`src/rtl/core/assert_macros.svh`:
```
// Assertion helpers for RTL files that check themselves.
`ifndef ASSERT_MACROS_SVH
`define ASSERT_MACROS_SVH

// Check a property on every rising edge, skipped while reset is held.
`define ACT_ASSERT(lbl, clk, rst_n, prop, msg) \
    lbl: assert property (@(posedge clk) disable iff (!rst_n) prop) else $error(msg);

// Check a property on every rising edge, reset included.
`define ACT_ASSERT_ALWAYS(lbl, clk, prop, msg) \
    lbl: assert property (@(posedge clk) prop) else $error(msg);

`endif

```
`src/rtl/core/act_pkg.sv`:
```
`timescale 1ns / 1ps

package act_pkg;

    // Default build values
    localparam int MAX_EVENTS_DEF    = 64;
    localparam int EPSILON_UNITS_DEF = 66;

    // Datapath widths
    localparam int ACC_W = 40;   // phase accumulator
    localparam int CMP_W = 41;   // accumulator compares and sums
    localparam int DLY_W = 34;   // start delay countdown

    // Configuration port
    localparam int CFG_IDX_W  = 3;
    localparam int CFG_DATA_W = 32;
    localparam logic [CFG_IDX_W-1:0] CFG_CYCLE_LENGTH = 3'd0;
    localparam logic [CFG_IDX_W-1:0] CFG_SPEED_GAIN   = 3'd1;
    localparam logic [CFG_IDX_W-1:0] CFG_START_DELAY  = 3'd2;
    localparam logic [CFG_IDX_W-1:0] CFG_CYCLE_LIMIT  = 3'd3;
    localparam logic [CFG_IDX_W-1:0] CFG_HALT_AT_END  = 3'd4;

    typedef enum logic [1:0] {
        KIND_TICK   = 2'd0,
        KIND_PLAY   = 2'd1,
        KIND_RESUME = 2'd2,
        KIND_STOP   = 2'd3
    } t_kind;

    typedef enum logic [1:0] {
        EV_STATUS = 2'd0,
        EV_START  = 2'd1,
        EV_CYCLE  = 2'd2,
        EV_END    = 2'd3
    } t_event;

    typedef enum logic [2:0] {
        S_IDLE,
        S_EXEC,
        S_ADD,
        S_WRAP,
        S_END
    } t_state;

    typedef enum logic [2:0] {
        OP_NONE,
        OP_CMD,
        OP_DELAY,
        OP_MUL,
        OP_ADD,
        OP_WRAP,
        OP_END
    } t_dp_op;

    // Controller to datapath
    typedef struct packed {
        logic   capture;
        t_dp_op op;
        logic   out_load;
        t_event out_ev;
        logic   out_last;
    } t_dp_cmd;

    // Datapath to controller
    typedef struct packed {
        t_kind kind;
        logic  halted;
        logic  delay_pending;
        logic  delay_done;
        logic  ge_thr;
        logic  ge_thr2;
        logic  end_hit;
        logic  out_free;
    } t_dp_sts;

endpackage

```
`src/rtl/core/act_ctrl.sv`:
```
`timescale 1ns / 1ps

module act_ctrl
    import act_pkg::*;
#(
    parameter int MAX_EVENTS = MAX_EVENTS_DEF
) (
    input  logic    i_clk,
    input  logic    i_rst_n,
    input  logic    i_in_valid,
    output logic    o_in_ready,
    input  t_dp_sts i_sts,
    output t_dp_cmd o_cmd
);

    localparam int CNT_W = $clog2(MAX_EVENTS);
    localparam logic [CNT_W-1:0] MORE_LIM = CNT_W'(MAX_EVENTS - 2);

    t_state           r_state, n_state;
    logic [CNT_W-1:0] r_n, n_n;
    logic             w_cycle_last;

    // A cycle beat is final unless an end follows or another wrap fits
    assign w_cycle_last = !i_sts.end_hit && !((r_n < MORE_LIM) && i_sts.ge_thr2);

    assign o_in_ready = (r_state == S_IDLE);

    // Next state
    always_comb begin
        n_state = r_state;
        unique case (r_state)
            S_IDLE: begin
                if (i_in_valid) n_state = S_EXEC;
            end
            S_EXEC: begin
                if (i_sts.kind == KIND_TICK && !i_sts.halted && !i_sts.delay_pending) begin
                    n_state = S_ADD;
                end else if (i_sts.out_free) begin
                    n_state = S_IDLE;
                end
            end
            S_ADD: n_state = S_WRAP;
            S_WRAP: begin
                if (i_sts.out_free) begin
                    if (!i_sts.ge_thr) n_state = S_IDLE;
                    else if (i_sts.end_hit) n_state = S_END;
                    else if (w_cycle_last) n_state = S_IDLE;
                end
            end
            S_END: begin
                if (i_sts.out_free) n_state = S_IDLE;
            end
            default: n_state = S_IDLE;
        endcase
    end

    // Commands
    always_comb begin
        o_cmd          = '0;
        o_cmd.op       = OP_NONE;
        o_cmd.out_ev   = EV_STATUS;
        n_n            = r_n;
        unique case (r_state)
            S_IDLE: begin
                o_cmd.capture = i_in_valid;
                n_n           = '0;
            end
            S_EXEC: begin
                if (i_sts.kind != KIND_TICK) begin
                    if (i_sts.out_free) begin
                        o_cmd.op       = OP_CMD;
                        o_cmd.out_load = 1'b1;
                        o_cmd.out_last = 1'b1;
                    end
                end else if (i_sts.halted) begin
                    if (i_sts.out_free) begin
                        o_cmd.out_load = 1'b1;
                        o_cmd.out_last = 1'b1;
                    end
                end else if (i_sts.delay_pending) begin
                    if (i_sts.out_free) begin
                        o_cmd.op       = OP_DELAY;
                        o_cmd.out_load = 1'b1;
                        o_cmd.out_last = 1'b1;
                        o_cmd.out_ev   = i_sts.delay_done ? EV_START : EV_STATUS;
                    end
                end else begin
                    o_cmd.op = OP_MUL;
                end
            end
            S_ADD: o_cmd.op = OP_ADD;
            S_WRAP: begin
                if (i_sts.out_free) begin
                    o_cmd.out_load = 1'b1;
                    if (i_sts.ge_thr) begin
                        o_cmd.op       = OP_WRAP;
                        o_cmd.out_ev   = EV_CYCLE;
                        o_cmd.out_last = w_cycle_last;
                        n_n            = r_n + CNT_W'(1);
                    end else begin
                        o_cmd.out_last = 1'b1;
                    end
                end
            end
            S_END: begin
                if (i_sts.out_free) begin
                    o_cmd.op       = OP_END;
                    o_cmd.out_load = 1'b1;
                    o_cmd.out_ev   = EV_END;
                    o_cmd.out_last = 1'b1;
                end
            end
            default: ;
        endcase
    end

    always_ff @(posedge i_clk) begin
        if (!i_rst_n) begin
            r_state <= S_IDLE;
            r_n     <= '0;
        end else begin
            r_state <= n_state;
            r_n     <= n_n;
        end
    end

endmodule

```
`src/rtl/core/act_dp.sv`:
```
`timescale 1ns / 1ps

module act_dp
    import act_pkg::*;
#(
    parameter int EPSILON_UNITS = EPSILON_UNITS_DEF
) (
    input  logic                  i_clk,
    input  logic                  i_rst_n,
    input  t_dp_cmd               i_cmd,
    output t_dp_sts               o_sts,
    input  logic [1:0]            i_kind,
    input  logic [15:0]           i_elapsed,
    input  logic                  i_cfg_we,
    input  logic [CFG_IDX_W-1:0]  i_cfg_index,
    input  logic [CFG_DATA_W-1:0] i_cfg_data,
    output logic                  o_out_valid,
    input  logic                  i_out_ready,
    output logic [1:0]            o_event_res,
    output logic [15:0]           o_cycle_number,
    output logic                  o_is_paused,
    output logic                  o_is_stopped,
    output logic                  o_last
);

    localparam logic signed [CMP_W-1:0] EPS_C = CMP_W'(EPSILON_UNITS);
    localparam logic signed [DLY_W-1:0] EPS_D = DLY_W'(EPSILON_UNITS);
    localparam logic signed [CMP_W-1:0] ACC_MAX = CMP_W'((64'd1 << (ACC_W - 1)) - 64'd1);

    // Configuration
    logic        [31:0] r_cycle_length;
    logic        [15:0] r_speed_gain;
    logic        [31:0] r_start_delay;
    logic signed [15:0] r_cycle_limit;
    logic               r_halt_at_end;

    // Timer state
    logic signed [ACC_W-1:0] r_acc, n_acc;
    logic signed [DLY_W-1:0] r_delay, n_delay;
    logic        [15:0]      r_cnt, n_cnt;
    logic                    r_paused, n_paused;
    logic                    r_stopped, n_stopped;

    // Item and per-tick working registers
    t_kind                   r_kind;
    logic        [15:0]      r_elapsed;
    logic        [23:0]      r_prod;
    logic signed [CMP_W-1:0] r_thr;
    logic signed [CMP_W-1:0] r_thr2;

    // Output beat
    logic        r_out_valid;
    t_event      r_out_ev;
    logic [15:0] r_out_cnt;
    logic        r_out_paused;
    logic        r_out_stopped;
    logic        r_out_last;

    logic signed [CMP_W-1:0] w_acc_x, w_len_x, w_sum, w_wrap;
    logic signed [DLY_W-1:0] w_delay_sub;
    logic        [15:0]      w_cnt_inc;
    logic                    w_end_hit;

    assign w_acc_x     = CMP_W'(r_acc);
    assign w_len_x     = $signed({{(CMP_W - 32){1'b0}}, r_cycle_length});
    assign w_sum       = w_acc_x + $signed({{(CMP_W - 24){1'b0}}, r_prod});
    assign w_wrap      = w_acc_x - w_len_x;
    assign w_delay_sub = r_delay - $signed({{(DLY_W - 16){1'b0}}, r_elapsed});
    assign w_cnt_inc   = r_cnt + 16'd1;
    assign w_end_hit   = !r_cycle_limit[15] && (r_cycle_limit != 16'sd0)
                         && (w_cnt_inc >= $unsigned(r_cycle_limit));

    // Status to the controller
    always_comb begin
        o_sts.kind          = r_kind;
        o_sts.halted        = r_paused | r_stopped;
        o_sts.delay_pending = r_delay > EPS_D;
        o_sts.delay_done    = w_delay_sub <= EPS_D;
        o_sts.ge_thr        = w_acc_x >= r_thr;
        o_sts.ge_thr2       = w_acc_x >= r_thr2;
        o_sts.end_hit       = w_end_hit;
        o_sts.out_free      = !r_out_valid || i_out_ready;
    end

    // Next timer state per operation, then register writes
    always_comb begin
        n_acc     = r_acc;
        n_delay   = r_delay;
        n_cnt     = r_cnt;
        n_paused  = r_paused;
        n_stopped = r_stopped;
        case (i_cmd.op)
            OP_CMD: begin
                case (r_kind)
                    KIND_PLAY: begin
                        n_acc     = '0;
                        n_cnt     = '0;
                        n_delay   = $signed({{(DLY_W - 32){1'b0}}, r_start_delay});
                        n_paused  = 1'b0;
                        n_stopped = 1'b0;
                    end
                    KIND_RESUME: begin
                        n_paused  = 1'b0;
                        n_stopped = 1'b0;
                    end
                    KIND_STOP: n_stopped = 1'b1;
                    default: ;
                endcase
            end
            OP_DELAY: n_delay = w_delay_sub;
            OP_ADD:   n_acc   = (w_sum > ACC_MAX) ? ACC_W'(ACC_MAX) : ACC_W'(w_sum);
            OP_WRAP: begin
                n_acc = ACC_W'(w_wrap);
                n_cnt = w_cnt_inc;
            end
            OP_END: begin
                n_acc     = ACC_W'(w_len_x);
                n_paused  = 1'b1;
                n_stopped = r_stopped | r_halt_at_end;
            end
            default: ;
        endcase
        if (i_cfg_we && i_cfg_index == CFG_CYCLE_LIMIT) begin
            n_cnt = '0;
            if (i_cfg_data[15:0] == 16'd0) n_paused = 1'b1;
        end
    end

    always_ff @(posedge i_clk) begin
        if (!i_rst_n) begin
            r_acc     <= '0;
            r_delay   <= '0;
            r_cnt     <= '0;
            r_paused  <= 1'b0;
            r_stopped <= 1'b1;
        end else begin
            r_acc     <= n_acc;
            r_delay   <= n_delay;
            r_cnt     <= n_cnt;
            r_paused  <= n_paused;
            r_stopped <= n_stopped;
        end
    end

    // Configuration registers
    always_ff @(posedge i_clk) begin
        if (!i_rst_n) begin
            r_cycle_length <= 32'd65536;
            r_speed_gain   <= 16'd256;
            r_start_delay  <= 32'd0;
            r_cycle_limit  <= -16'sd1;
            r_halt_at_end  <= 1'b1;
        end else if (i_cfg_we) begin
            unique case (i_cfg_index)
                CFG_CYCLE_LENGTH: r_cycle_length <= i_cfg_data;
                CFG_SPEED_GAIN:   r_speed_gain   <= i_cfg_data[15:0];
                CFG_START_DELAY:  r_start_delay  <= i_cfg_data;
                CFG_CYCLE_LIMIT:  r_cycle_limit  <= $signed(i_cfg_data[15:0]);
                CFG_HALT_AT_END:  r_halt_at_end  <= i_cfg_data[0];
                default: ;
            endcase
        end
    end

    // Capture the item, scale the tick and set up the wrap thresholds
    always_ff @(posedge i_clk) begin
        if (i_cmd.capture) begin
            r_kind    <= t_kind'(i_kind);
            r_elapsed <= i_elapsed;
        end
        if (i_cmd.op == OP_MUL) begin
            r_prod <= 24'((32'(r_speed_gain) * 32'(r_elapsed)) >> 8);
            r_thr  <= w_len_x - EPS_C;
            r_thr2 <= (w_len_x <<< 1) - EPS_C;
        end
    end

    // Output register: load a beat, drop it when taken
    always_ff @(posedge i_clk) begin
        if (!i_rst_n) begin
            r_out_valid <= 1'b0;
        end else if (i_cmd.out_load) begin
            r_out_valid <= 1'b1;
        end else if (i_out_ready) begin
            r_out_valid <= 1'b0;
        end
    end

    always_ff @(posedge i_clk) begin
        if (i_cmd.out_load) begin
            r_out_ev      <= i_cmd.out_ev;
            r_out_cnt     <= n_cnt;
            r_out_paused  <= n_paused;
            r_out_stopped <= n_stopped;
            r_out_last    <= i_cmd.out_last;
        end
    end

    assign o_out_valid    = r_out_valid;
    assign o_event_res    = r_out_ev;
    assign o_cycle_number = r_out_cnt;
    assign o_is_paused    = r_out_paused;
    assign o_is_stopped   = r_out_stopped;
    assign o_last         = r_out_last;

endmodule

```
`src/rtl/core/animation_cycle_timer.sv`:
```
`timescale 1ns / 1ps
// Animation cycle timer.
// Input channel (i_in_valid / o_in_ready) takes one command beat: kind 0 tick
// with i_elapsed, 1 play, 2 resume, 3 stop. Output channel (o_out_valid /
// i_out_ready) returns one or more result beats per command; o_last marks the
// final one. Configuration (i_cfg_valid / o_cfg_ready) writes a register by
// index and is always ready; write only while the timer is idle.
// A command, or a tick that is paused, stopped or counting down its start
// delay, is captured and its single beat is then loaded into the output
// register once that is free. A running tick multiplies, adds and then
// unrolls cycle wraps: its first beat follows the multiply and add steps,
// then one beat per cycle while the receiver takes them, up to MAX_EVENTS
// beats. The wrap loop does one subtract per cycle. The next item is
// accepted the cycle after its predecessor's last beat is loaded into the
// output register, even while that beat still waits. When the receiver
// stalls, the output register holds its beat and the wrap loop waits. Reset
// loads default configuration and leaves the timer stopped with a cleared
// accumulator and count.

module animation_cycle_timer
    import act_pkg::*;
#(
    parameter int MAX_EVENTS    = MAX_EVENTS_DEF,
    parameter int EPSILON_UNITS = EPSILON_UNITS_DEF
) (
    input  logic                  i_clk,
    input  logic                  i_rst_n,
    input  logic                  i_in_valid,
    output logic                  o_in_ready,
    input  logic [1:0]            i_kind,
    input  logic [15:0]           i_elapsed,
    output logic                  o_out_valid,
    input  logic                  i_out_ready,
    output logic [1:0]            o_event_res,
    output logic [15:0]           o_cycle_number,
    output logic                  o_is_paused,
    output logic                  o_is_stopped,
    output logic                  o_last,
    input  logic                  i_cfg_valid,
    output logic                  o_cfg_ready,
    input  logic [CFG_IDX_W-1:0]  i_cfg_index,
    input  logic [CFG_DATA_W-1:0] i_cfg_data
);

`include "assert_macros.svh"

    t_dp_cmd w_cmd;
    t_dp_sts w_sts;

    assign o_cfg_ready = 1'b1;

    act_ctrl #(
        .MAX_EVENTS (MAX_EVENTS)
    ) u_ctrl (
        .i_clk      (i_clk),
        .i_rst_n    (i_rst_n),
        .i_in_valid (i_in_valid),
        .o_in_ready (o_in_ready),
        .i_sts      (w_sts),
        .o_cmd      (w_cmd)
    );

    act_dp #(
        .EPSILON_UNITS (EPSILON_UNITS)
    ) u_dp (
        .i_clk          (i_clk),
        .i_rst_n        (i_rst_n),
        .i_cmd          (w_cmd),
        .o_sts          (w_sts),
        .i_kind         (i_kind),
        .i_elapsed      (i_elapsed),
        .i_cfg_we       (i_cfg_valid & o_cfg_ready),
        .i_cfg_index    (i_cfg_index),
        .i_cfg_data     (i_cfg_data),
        .o_out_valid    (o_out_valid),
        .i_out_ready    (i_out_ready),
        .o_event_res    (o_event_res),
        .o_cycle_number (o_cycle_number),
        .o_is_paused    (o_is_paused),
        .o_is_stopped   (o_is_stopped),
        .o_last         (o_last)
    );

    // Never load a beat while the input side is open
    `ACT_ASSERT(a_no_load_idle, i_clk, i_rst_n, (o_in_ready |-> !w_cmd.out_load), "load while idle")
    // Never overwrite a beat that has not been taken
    `ACT_ASSERT(a_load_free, i_clk, i_rst_n, (w_cmd.out_load |-> w_sts.out_free), "beat overwritten")
    // After the last beat of an item, open the input side
    `ACT_ASSERT(a_last_idle, i_clk, i_rst_n, ((w_cmd.out_load && w_cmd.out_last) |=> o_in_ready), "no return to idle")

endmodule
```
`config.mk`:
```
export PLATFORM = sky130hd
export DESIGN_NAME = animation_cycle_timer
export DESIGN_NICKNAME = d
export VERILOG_FILES = /design/src/rtl/core/act_pkg.sv /design/src/rtl/core/act_ctrl.sv /design/src/rtl/core/act_dp.sv /design/src/rtl/core/animation_cycle_timer.sv
export VERILOG_INCLUDE_DIRS = /design/src /design/src/rtl/core
export SDC_FILE = /design/constraint.sdc
export NUM_CORES = 2
export LEC_CHECK = 0
export ABC_AREA = 1
export BUFFER_PORTS_ARGS = -buffer_cell sky130_fd_sc_hd__buf_2
export CORE_ASPECT_RATIO = 1.1
export CORE_MARGIN = 4
export CORE_UTILIZATION = 45
export DETAILED_ROUTE_END_ITERATION = 7
export PLACE_DENSITY = 0.6
export SYNTH_ARGS = -nofsm -noshare
export SYNTH_HDL_FRONTEND = slang
export SYNTH_SLANG_ARGS = --single-unit
```
`constraint.sdc`:
```
create_clock -name i_clk -period 6.75 [get_ports i_clk]
set_input_delay 1.0125 -clock i_clk [delete_from_list [all_inputs] [get_ports i_clk]]
set_output_delay 1.0125 -clock i_clk [all_outputs]
set_load 0.005 [all_outputs]
```
== After elaboration in Yosys (flattened, before gate mapping) ==
Cells that the tools add are included.

* Register bits after elaboration: 344
* Bits in latches: 0
* Memory bits (writable): 0
* Memory bits (read-only): 0
* Input port bits: 58
* Output and inout port bits: 24
* Word-level logic and storage cells: 144
* Memories: 0

* Add/subtract/negate cells: 7
* $mul: 1
* Div/mod/pow operators: 0
* Magnitude comparators: 7
* Equality and inequality tests: 22
* Shifts and indexed selects: 0
* Multiplexer cells: 48
* Bitwise gates (word level): 2
* Reductions and logical operators: 34

{| class="wikitable"
|+ Operator list
! operator !! count
|-
| 40-bit case mux with 4 select lines || 1
|-
| 40-bit by 41-bit greater-or-equal comparator with 1-bit output || 2
|-
| 40-bit 2-to-1 mux || 2
|-
| 34-bit case mux with 2 select lines || 1
|-
| 40-bit by 25-bit adder with 41-bit output || 1
|-
| 41-bit by 40-bit greater-than comparator with 1-bit output (second input constant) || 1
|-
| 40-bit by 33-bit subtractor with 40-bit output || 1
|-
| 34-bit by 8-bit greater-than comparator with 1-bit output (second input constant) || 1
|-
| 34-bit by 8-bit less-or-equal comparator with 1-bit output (second input constant) || 1
|-
| 34-bit 2-to-1 mux || 1
|-
| 33-bit by 7-bit subtractor with 34-bit output (second input constant) || 1
|-
| 34-bit by 17-bit subtractor with 34-bit output || 1
|-
| 32-bit by 7-bit subtractor with 33-bit output (second input constant) || 1
|-
| 16-bit by 16-bit multiplier with 32-bit output || 1
|-
| 16-bit 2-to-1 mux || 2
|-
| 16-bit case mux with 2 select lines || 1
|-
| 3-bit 2-to-1 mux || 10
|-
| 3-bit by 2-bit == test with 1-bit output (second input constant) || 6
|-
| 6-bit 2-to-1 mux || 3
|-
| 16-bit by 1-bit adder with 16-bit output (second input constant) || 1
|-
| 16-bit greater-or-equal comparator || 1
|-
| 16-bit logical NOT || 1
|-
| 16-bit nonzero test || 1
|-
| 3-bit == test (second input constant) || 5
|-
| 28 further kinds || 74
|}

== Logic depth before layout (Yosys ltp) ==
* Depth in word-level cells: 12
* Gate-level depth with buffers: 28
* Depth with buffers taken out: 26

== Hierarchy ==
Synthesis repeated with hierarchy kept, for this count alone.

* Cells, all modules: 4,463
* Area, all modules: 31,463.9 µm²

{| class="wikitable"
|+ Modules (own cells, without submodules)
! module !! times used !! cells an instance !! area each (µm²) !! seq. area each (µm²)
|-
| act_dp || 1 || 4,344 || 30,749.5 || 7,677.4
|-
| act_ctrl || 1 || 117 || 703.2 || 180.2
|-
| animation_cycle_timer || 1 || 2 || 11.3 || 0.0
|}

== Least setup slack after synthesis ==
OpenSTA, ideal clock, no wires.

* Path type: register to register
* Start: register u_dp.r_elapsed[3]
* End: register u_dp.r_prod[21] (data pin)
* Library setup time: 0.264 ns
* Data arrival time: 5.693 ns
* Data required time: 6.486 ns
* Setup slack: 0.793 ns
* Cell stages (with the launch flop): 22
* Path buffers: 2
* Clock period less this slack: 5.957 ns
* Cell sequence: edfxtp_1 > clkbuf_1 > clkbuf_1 > nand2_1 > fa_1 > fa_1 > fa_1 > inv_1 > fa_1 > fa_1 > inv_1 > fa_1 > inv_1 > ha_1 > nand2_1 > nor2_1 > nand4_1 > o211ai_1 > a21oi_1 > o31ai_1 > a31oi_1 > xor2_1

* Cells in the longest elaborated chain, start to end: 1

{| class="wikitable"
|+ Ends and longest elaborated chain
! item !! RTL line !! text
|-
| start, declared || act_dp.sv:46 || <nowiki>logic [15:0] r_elapsed;</nowiki>
|-
| start signal, assigned || act_dp.sv:169 || <nowiki>r_elapsed <= i_elapsed;</nowiki>
|-
| 16-bit by 16-bit multiplier with 32-bit output || act_dp.sv:172 || <nowiki>r_prod <= 24'((32'(r_speed_gain) * 32'(r_elapsed)) >> 8);</nowiki>
|-
| end signal, assigned || act_dp.sv:172 ||
|-
| end, declared || act_dp.sv:47 || <nowiki>logic [23:0] r_prod;</nowiki>
|}

Every way passes these cells.
A chain may end at the register's enable or synchronous reset.

== Worst setup path after layout ==
* Start: register u_dp.r_elapsed[6]
* End: register u_dp.r_prod[21] (data pin)

The elaborated chain is that of the path after synthesis.

==> results by group <==
Floorplanning
  – I/O pins: 82
  – Core ar.: 70300 sq um
  – Initial Util: 0.453
  – Vertical die dimension: 287 um
  – Die area: between 70000 and 80000 sq um
  – Die width: roughly 260 um
  – Num rows: 102

Worst setup path
  – Cell family with most CP delay: adder cells
  – CP Max Fanout: 12
  – Cell mode on critical path: fa_1
  – Startpoint types: flip-flop
  – Max incr delay on CP: 0.54 ns
  – Critical path type: flip-flop to flip-flop
  – CP Capture Type: flip-flop
  – CP max stage cell: fa_1
  – Crit-path cells: buf_4 > nand2_1 > inv_1 > fa_1 > inv_1 > fa_1 > fa_1 > fa_1 > inv_1 > fa_1 > inv_1 > fa_1 > inv_1 > ha_1 > nand2_1 > nor2_1 > nand4_1 > o211ai_1 > a21oi_1 > o31ai_1 > a31oi_1 > xor2_1
  – CP arrival: between 6 and 7 ns
  – Worst EP required: 7.07 ns
  – Buf/Inv on CP: 6

Yosys
  – Synth warnings: 0
  – Count of unique library cells instantiated by Yosys: 60
  – #FFs+latches synth: 328
  – XOR/XNOR Fraction of Synth Area: 0.0390
  – Sequential area share after synthesis: 0.247
  – Simple-Gate Fraction of Synth Area: 0.246
  – Top-count cell post-synth: nand2_1
  – Area share of the largest cell type after synthesis: 0.125
  – Synth Instances: 4525
  – Syn avg cell area: 7.04 sq um
  – Synth Cell Area: 31900 sq um
  – Mapped Nets: slightly above 5000
  – Post-synth top cells: 1060 x nand2_1, 972 x inv_1, 409 x nor2_1, 277 x ha_1, 241 x a21oi_1
  – Synth Flop Type: dfxtp_1
  – Synth Area in Adders: 0.232
  – Multiplexer share of the synthesized area: 0
  – Largest family of logic cells by synthesized area: simple AND/OR/NAND/NOR gates
  – Synth async-reset ratio: 0
  – Number of synthesized flops with an enable pin: around 130
  – Largest cells by area after synthesis: dfxtp_1 13%, nand2_1 12%, fa_1 12%, edfxtp_1 12%, inv_1 11%
  – Synth area leader: dfxtp_1
  – Compound-Gate Fraction of Synth Area: 0.101

Placed design
  – GPL Wtd Cong: 0.931
  – Port bufs: 80
  – Hpwl dp: 77700 um

Final layout
  – Synthesis-to-finish area growth: 8.51%
  – Final nets: around 5000
  – Fin util: 0.492
  – Share of post-route cells with drive strength above 1: 0.0613
  – Ant diodes: 0

Worst hold path
  – Worst min path class: flip-flop to flip-flop

Timing
  – Worst Max-Slew Pin Slew: roughly 1.1 ns
  – Hold Fails Final Rpt: 0
  – Setup TNS: 0 ns
  – Post-layout min period: 6.27 ns
  – Final slew viol count: 0
  – Final period utilization: 0.929
  – Fmax: 160 MHz
  – Hold WS: 0.466 ns
  – Slew margin rel.: 0.260
  – Setup violators final: 0
  – RSZ-0062 raised after global routing: no
  – Clk_skew: 0.0436 ns

Global routing
  – GR Overflow Total: 0
  – Largest net degree at the start of global routing: 89
  – Total GRT Usage: 0.251
  – First-pass GRT wire length: 149000 um
  – Initial antenna violation count: 5
  – Vias in the first global route: about 27000

Clock tree
  – Hold buffers post-CTS: 0
  – Clock transition at path regs: 0.06 ns
  – # clock sinks: 328
  – Clk_lat worst skew: 0.61 ns
  – Max Root-Sink Buffers: 3
  – CTS tree: built
  – # Post-CTS Setup Buffers: 0
  – Num CTS Buffers: 41
  – H-tree Lvls: 2
  – Clock root buffer master: clkbuf_16
  – Post_cts resized: 0

Power and ir drop
  – Leakage: around 19 nW
  – Maximum vdd drop: 209 uV
  – Power density over the cells: 165 nW/um^2

Routing
  – DR vias: between 20000 and 30000
  – Post-DRT Antenna Nets: 0
  – 1st-iter DRT viols: 1993
  – Routed WL: 95400 um
  – Mean routed wirelength per cell: approximately 17 um
  – Avg Vias per Cell: slightly above 5
  – 1st-pass router iterations: 6
  – DRC: 0

Outcome
  – Outcome: completed

Run
  – Max-cap violations: 0
==> final timing paths <==
path | depth (start not counted) | to | startpoint | slack, ns
setup reg to reg | 22 | u_dp.r_prod[21] | u_dp.r_elapsed[6] | 0.48
hold reg to reg | 2 | u_dp.r_start_delay[17] | u_dp.r_start_delay[17] | 0.47
hold / removal | 2 | u_dp.r_start_delay[17] | u_dp.r_start_delay[17] | 0.47
setup / recovery | 22 | u_dp.r_prod[21] | u_dp.r_elapsed[6] | 0.48
==> placed cells by master, fill, tap and decap left out, types with 29 or more instances in the layout <==
master / n
a21oi_1: 241
inv_1: 972
buf_4: 48
nor3_1: 59
nor2_1: 406
xor2_1: 103
ha_1: 277
edfxtp_1: 129
dfxtp_1: 199
nand2_1: 1059
xnor2_1: 39
nand4_1: 46
o22ai_1: 29
nand2_2: 44
nand3_1: 187
clkbuf_16: 41
fa_1: 196
buf_2: 79
o21ai_0: 190
==> through the flow <==
step | setup WS, ns | cell area, sq um | instances | power, mW
3_3_place_gp | 0.531 | 33200 | 5448 | 3.49
4_1_cts | 0.493 | 34600 | 5522 | 5.75
5_1_grt | 0.141 | 34600 | 5522 | 6.01
3_5_place_dp | 0.509 | 33200 | 5448 | 3.50
6_report | 0.482 | 34600 | 5522 | 5.70
2_1_floorplan | 0.793 | 31900 | 4525 | 3.14
==> registers in the layout, summed over array words and instances, names as in the netlist <==
signal,cells
u_dp.r_cnt,16
u_dp.r_prod,24
u_dp.r_thr2,33
u_dp.o_event_res,2
u_dp.r_cycle_limit,16
u_dp.r_paused,1
u_ctrl.r_n,6
u_dp.r_stopped,1
u_dp.r_speed_gain,16
u_dp.r_kind,2
u_ctrl.r_state,3
u_dp.o_cycle_number,16
u_dp.r_delay,34
u_dp.o_last,1
u_dp.o_is_stopped,1
u_dp.r_start_delay,32
u_dp.o_out_valid,1
u_dp.r_cycle_length,32
u_dp.r_acc,40
u_dp.r_halt_at_end,1
u_dp.o_is_paused,1
u_dp.r_elapsed,16
u_dp.r_thr,33
==> per-layer routing <==
layer  wire length [um]  GRT usage  vias to the layer above
met5                  0          0                        -
met2              44600      0.423                      740
li1                   -          -                    14200
met4               3240     0.0778                        0
met3               4960     0.0274                      158
met1              42600      0.341                    13200
==> worst reg2reg max path: cells and delay by family (launching register included) <==
family / cells / cell delay, ns
fa+ha+maj: 7 / 3.31
compound gates: 4 / 1.18
buf+inv: 6 / 0.48
flops: 1 / 0.47
simple gates: 4 / 0.37
xor+xnor: 1 / 0.17
==> cell families after synthesis <==
group,after synthesis
AOI/OAI and AO/OA,578
xor gates and xnor gates,142
adders and majority gates,473
buffers and inverters,1121
DFF,328
other,1
and+or+nand+nor,1882
==> area by class of cell <==
type	instances	area (sq um)
timing repair buffer	128	776
sequential	328	7860
tap	936	1170
clock inverter	28	290
multi-input combinational	3076	19700
fill	7206	35800
inverter	980	3680
clock buffer	46	1060
==> power breakdown <==
| group | switching, mW | internal, mW | total [mW] |
|---|---|---|---|
| clock | 0.969 | 1.27 | 2.24 |
| sequential | 0.0521 | 2.14 | 2.19 |
| combinational | 0.828 | 0.443 | 1.27 |
| total | 1.85 | 3.85 | 5.70 |
Note: power is estimated with default switching activity, not from simulation.
